--- src/hdl/bitmap_page_allocator_assert.svh ---
// ----------------------------------------------------------------------------
// Assertion macros for the bitmap page allocator
// Short forms for the concurrent checks that the allocator modules carry.
// ----------------------------------------------------------------------------
`ifndef BITMAP_PAGE_ALLOCATOR_ASSERT_SVH
`define BITMAP_PAGE_ALLOCATOR_ASSERT_SVH

// The consequent must hold in the same cycle as the antecedent.
`define BPA_ASSERT_NOW(label, clk, rst_n, cond, expr) \
	label: assert property (@(posedge clk) disable iff (!rst_n) (cond) |-> (expr)) \
		else $error("bitmap_page_allocator: check failed");

// The consequent must hold in the cycle after the antecedent.
`define BPA_ASSERT_NEXT(label, clk, rst_n, cond, expr) \
	label: assert property (@(posedge clk) disable iff (!rst_n) (cond) |=> (expr)) \
		else $error("bitmap_page_allocator: check failed");

`endif

--- src/hdl/bpa_pkg.sv ---
// ----------------------------------------------------------------------------
// Bitmap page allocator package
// Shared types, codes, reset values and helper functions of the allocator.
// ----------------------------------------------------------------------------
package bpa_pkg;

	// Default geometry of the managed RAM.
	localparam int unsigned NUM_PAGES_DEF  = 32768;
	localparam int unsigned PAGE_SHIFT_DEF = 12;

	// Width of one word of the used map.
	localparam int unsigned MAP_BITS = 64;

	// Reset values of the configuration registers.
	localparam logic [31:0] RAM_BASE_RST   = 32'h4000_0000;
	localparam logic [31:0] KERNEL_END_RST = 32'h4020_0000;
	localparam logic [31:0] HOLE_BASE_RST  = 32'h46ff_e000;
	localparam logic [31:0] HOLE_END_RST   = 32'h4720_0000;

	// Operation codes.
	typedef enum logic [1:0] {
		FUNC_INIT  = 2'd0,
		FUNC_ALLOC = 2'd1,
		FUNC_FREE  = 2'd2,
		FUNC_NONE  = 2'd3
	} func_t;

	// Result status codes.
	typedef enum logic [2:0] {
		ST_OK           = 3'd0,
		ST_NO_FREE      = 3'd1,
		ST_RANGE        = 3'd2,
		ST_MISALIGNED   = 3'd3,
		ST_ALREADY_FREE = 3'd4
	} status_t;

	// Configuration register indexes.
	typedef enum logic [1:0] {
		CFG_RAM_BASE   = 2'd0,
		CFG_KERNEL_END = 2'd1,
		CFG_HOLE_BASE  = 2'd2,
		CFG_HOLE_END   = 2'd3
	} cfg_reg_t;

	// Request transaction.
	typedef struct packed {
		func_t       func;
		logic [31:0] address;
	} request_t;

	// Result transaction.
	typedef struct packed {
		logic [31:0] page_address;
		status_t     status;
		logic [15:0] used_count;
		logic [15:0] free_count;
	} result_t;

	// Lowest clear bit of a map word. Bit 6 of the answer is set when every
	// bit is set; otherwise bits 5:0 give the position.
	function automatic logic [6:0] find_zero(input logic [MAP_BITS-1:0] v);
		logic [6:0] r;
		r = 7'h40;
		for (int i = MAP_BITS - 1; i >= 0; i--) begin
			if (!v[i]) begin
				r = 7'(i);
			end
		end
		return r;
	endfunction

endpackage

--- src/hdl/bpa_range.sv ---
// ----------------------------------------------------------------------------
// Reserve range calculator
// Turns a byte range into a page index range of the managed RAM, clipped to
// the RAM and widened to whole pages. An empty answer is first = stop = 0.
// ----------------------------------------------------------------------------
module bpa_range
	import bpa_pkg::*;
#(
	parameter int unsigned NUM_PAGES  = NUM_PAGES_DEF,
	parameter int unsigned PAGE_SHIFT = PAGE_SHIFT_DEF,
	parameter int unsigned PW         = 24,
	parameter int unsigned CW         = 16
) (
	input  logic [PW-1:0] base_page,
	input  logic [31:0]   start_addr,
	input  logic [31:0]   end_addr,
	output logic [CW-1:0] first,
	output logic [CW-1:0] stop
);

	localparam logic [31:0]   OFS_MASK = (32'd1 << PAGE_SHIFT) - 32'd1;
	localparam logic [PW-1:0] PAGES    = PW'(NUM_PAGES);

	logic [PW-1:0] start_page;
	logic [PW-1:0] end_ceil;
	logic [PW-1:0] limit_page;
	logic [PW-1:0] lo;
	logic [PW-1:0] hi;
	logic          hit;

	// Page numbers of both ends, the end rounded up to a page bound.
	assign start_page = PW'(start_addr >> PAGE_SHIFT);
	assign end_ceil   = PW'(end_addr >> PAGE_SHIFT) + PW'(|(end_addr & OFS_MASK));
	assign limit_page = base_page + PAGES;

	// Clip to the RAM and drop ranges that miss it or are empty.
	assign lo  = (start_page > base_page) ? start_page : base_page;
	assign hi  = (end_ceil < limit_page) ? end_ceil : limit_page;
	assign hit = (end_ceil > base_page) && (start_page < limit_page) && (hi > lo);

	assign first = hit ? CW'(lo - base_page) : '0;
	assign stop  = hit ? CW'(hi - base_page) : '0;

endmodule
--- config.mk ---
export PLATFORM = sky130hd
export DESIGN_NAME = bpa_range
export DESIGN_NICKNAME = d
export VERILOG_FILES = /design/src/hdl/bitmap_page_allocator_assert.svh /design/src/hdl/bpa_pkg.sv /design/src/hdl/bpa_range.sv
export SDC_FILE = /design/constraint.sdc
export NUM_CORES = 1
export LEC_CHECK = 0
export BUFFER_PORTS_ARGS = -buffer_cell sky130_fd_sc_hd__buf_4
export CAP_MARGIN = 20
export CORE_ASPECT_RATIO = 0.75
export CORE_UTILIZATION = 35
export DETAILED_ROUTE_END_ITERATION = 6
export GPL_ROUTABILITY_DRIVEN = 0
export PLACE_DENSITY = 0.64
export SLEW_MARGIN = 20
export SYNTH_ARGS = -nofsm -noshare
export SYNTH_HDL_FRONTEND = slang
export SYNTH_SLANG_ARGS = --single-unit
export TNS_END_PERCENT = 5
--- constraint.sdc ---
create_clock -name vclk -period 14.3
set_input_delay 3.575 -clock vclk [all_inputs]
set_output_delay 3.575 -clock vclk [all_outputs]
set_load 0.05 [all_outputs]
Yosys cells after proc, flatten, opt, wreduce, memory -nomap -nowiden --
Cells that the tools add are included.
Word-level totals: register bits 0, input bits 88, output and inout bits 32, logic and storage cells 16
Operators by class: add/subtract/negate cells 4, $lt $le $gt $ge 5, mux-type cells 4, reduce and logical (&&, ||, !) cells 3
Operators with widths (count):
- $mux 24 | 2
- $mux 16 | 2
- $sub 16x16->16 | 2
- $add 24x16->24 const B | 1
- $gt 20x24->1 | 1
- $gt 21x24->1 | 1
- $gt 24x24->1 | 1
- $lt 20x24->1 | 1
- $lt 21x24->1 | 1
- $add 20x1->21 | 1
- $reduce_or 12->1 | 1
- $logic_and 1x1->1 | 2

Logic depth before layout (Yosys ltp) --
depth after elaboration 7, mapped depth 30, mapped depth without buffers 28

Least setup slack after synthesis --
OpenSTA, ideal clock, no wires.
path kind in2out, start in end_addr[2], end out stop[2], data arrival time 9597 ps, data required time 10725 ps, path slack 1128 ps, stages on the path 26, buffers on the path 2, cells stage by stage nor4_1 -> nand3_1 -> ha_1 -> ha_1 -> nand3_1 -> nor2_1 -> and2_1 -> nand3_1 -> nor2_1 -> xnor2_1 -> inv_1 -> ha_1 -> a21oi_1 -> o21ai_0 -> o31ai_1 -> clkbuf_1 -> mux2i_1 -> ha_1 -> and4_1 -> and3_1 -> a32oi_1 -> nand3_1 -> a2111o_1 -> or3_1 -> buf_2 -> nor3_1
On the way: cells in the longest elaborated chain, start to end 7, elaborated cells between the ends (all ways) 10, classes of those cells add/sub (2); order compare (3); mux (2); reduce/logical (3)
Ends and longest elaborated chain:
- from (decl) | line bpa_range.sv:16 | input logic [31:0] end_addr,
- $reduce_or 12->1 (*) | line bpa_range.sv:33 | assign end_ceil = PW'(end_addr >> PAGE_SHIFT) + PW'(|(end_addr & OFS_MASK));
- $add 20x1->21 (*) | line bpa_range.sv:33
- $lt 21x24->1 | line bpa_range.sv:38 | assign hi = (end_ceil < limit_page) ? end_ceil : limit_page;
- $mux 24 | line bpa_range.sv:38
- $gt 24x24->1 | line bpa_range.sv:39 | assign hit = (end_ceil > base_page) && (start_page < limit_page) && (hi > lo);
- $logic_and 1x1->1 | line bpa_range.sv:39
- $mux 16 (*) | line bpa_range.sv:42 | assign stop = hit ? CW'(hi - base_page) : '0;
- to (decl) | line bpa_range.sv:18 | output logic [CW-1:0] stop
Mark *: on every way between the ends. The rest lies on a longest branch, timed or not.

Worst setup path in the final report --
start in end_addr[2], end out stop[14]
Same word-level chain as after synthesis.

==> results.cfg <==
[final_layout]
seqCellArea_um2 = 0
nFillCells = 1219
final_common_cell = buf_4
antennaDiodeCount = 0
clkbuf_count = 0
syn_to_final_growth_pct = 24.04
drive_gt1_frac = 0.2074
fin_nets = 900
final_cell_mix = buf_4 (114), ha_1 (109), nor2_1 (64)
n_sequential_cell = 0

[sta]
fin_crit_ns = 13.70
rsz0062_at_grt = no
fin_crit_sh = 0.9578
final-hold-violation-count = 0
worstMarginPinSlew_ns = 0.9583
slew_headroom = 0.3446
setup_viol_count_final = 0
fmax_ghz = 0.07301
drv_slew = 0
finalSetupTns_ns = 0

[setup_path]
worst-setup-path-type = input port to primary output
start_kind = input port
crit_arrival_ns = 10.12
endpoint = stop[14]
max_stage_delay_ns = 0.43
crit_path_start = end_addr[2]
required_ns = 10.72
crit_path_frequent_cell = ha_1
end_kind = primary output
slowest_stage = a21boi_0
crit_fanout = 11

[global_routing]
grt_max_degree = 33
grt_use_total = 0.2020
grt_pass1_wl_mm = 21.11
grt.overflow.total = 0
first_global_vias = 4495
antenna_found_initial = 0

[route]
met2_length_mm = 5.754
drtIter0Drc = 254
drc = 0
wl_met3_um = 738
routed.top_layer = met4
ant_nets = 0
viasPerCell = 5.532
num_vias = 4763
wl_mm = 13.33
wl_per_cell_um = 15.48
first_pass_iters = 5
met1Wirelength_mm = 6.772

[hold_path]
min_from = base_page[0]
hp-class = input port to primary output

[floorplanning]
rows = 34
coreArea_mm2 = 0.01178
pin_count = 120
die_w_um = 130.2
dieHeight_um = 98.16
dieArea_mm2 = 0.01278
initial_utilization = 0.3662

[logic_synthesis]
yosysSeqAreaShare = 0
yosys_warnings = 0
ys_types = 59
netlist_area_mm2 = 0.004315
synthesis.instances = 595
synth_area_per_cell_um2 = 7.253

[power]
intPower_uw = 79.34
p_sw_frac = 0.5533
p_total_uw = 177.6
seqPwrFrac = 0
power.net_switching_uw = 98.28
p_comb_frac = 1.000
p_per_area_mw_per_mm2 = 33.19
p_leak_nw = 2.720
ir_drop_mv = 0.01397
power_frac_clock = 0

[place]
io_buffers = 108
dp_hpwl_mm = 11.77

[clock_tree]
cts_resized = 0
cts_hold_buf = 0

[run_status]
status = finished clean

[flow_run]
maxCapViolations = 0
## worst min path at each step
stage | endpoint | cells after the start
after floorplan | first[0] | 2
after global placement | first[0] | 4
after detailed placement | stop[0] | 4
after CTS | stop[0] | 4
after global routing | first[0] | 4
final | stop[0] | 4
## final cells by class
| type | count | area [um^2] | area share |
|---|---|---|---|
| inverter | 39 | 146.4 | 0.02735 |
| timing repair buffer | 115 | 875.8 | 0.1636 |
| tap | 162 | 202.7 | 0.03787 |
| multi-input combinational | 545 | 4128 | 0.7712 |
## critical path, delay by kind of cell
family | cells | cell delay, ns
and+or+nand+nor | 8 | 1.28
AOI/OAI and AO/OA | 10 | 2.49
adders and majority gates | 5 | 1.38
muxes | 2 | 0.60
xor gates and xnor gates | 1 | 0.32
buffers and inverters | 3 | 0.45
## metrics by stage
stage	utilization	cells	hold slack, ns	setup slack [ns]	area [um^2]
after floorplan	-	597	7.441	1.128	4323
after global placement	0.4523	858	7.617	0.7508	5330
after detailed placement	0.4523	858	7.615	0.6716	5330
after CTS	0.4523	858	7.618	0.6280	5330
after global routing	0.4542	861	7.642	0.1832	5353
final	0.4542	861	7.616	0.6037	5353
## synthesized netlist by cell type (6+ instances only)
cell / number / area, um^2
mux2_2: 15 / 168.9
nor3_1: 19 / 95.09
xnor2_1: 25 / 219.0
nor2_1: 64 / 240.2
a21oi_1: 57 / 285.3
nand2_1: 33 / 123.9
mux2i_1: 6 / 60.06
and3_1: 9 / 56.30
o21a_1: 7 / 52.55
a21o_1: 27 / 202.7
nand3_1: 25 / 125.1
o21ai_0: 26 / 130.1
xor2_1: 16 / 140.1
clkbuf_1: 7 / 26.28
nor4_1: 7 / 43.79
nor2b_1: 10 / 62.56
ha_1: 109 / 1364
nand4_1: 13 / 81.33
inv_1: 39 / 146.4
nand2b_1: 9 / 56.30
## power by group through the flow
stage | registers, mW | clock network (mW) | logic [mW]
2_1_floorplan | 0 | 0 | 0.119
3_3_place_gp | 0 | 0 | 0.168
3_5_place_dp | 0 | 0 | 0.174
4_1_cts | 0 | 0 | 0.175
5_1_grt | 0 | 0 | 0.198
6_report | 0 | 0 | 0.178
## repair_timing
item,4_1_cts,5_1_grt
setup endpoints to repair,0,1
hold endpoints to repair,0,0
buffers inserted,0,3
## layer usage
layer	up-vias	global-route usage
met5	-	0
met4	0	0.01610
met3	6	0.004384
met2	171	0.3228
met1	2174	0.3089
li1	2412	-
## kinds of logic after synthesis
| family | after synthesis | synth area share |
|---|---|---|
| xor+xnor | 41 | 0.08321 |
| simple gates | 207 | 0.2438 |
| mux | 21 | 0.05306 |
| compound gates | 162 | 0.2453 |
| other cells | 1 | 0.0008690 |
| buf+inv | 52 | 0.04842 |
| fa+ha+maj | 111 | 0.3253 |
(Power assumes the default switching activity.)
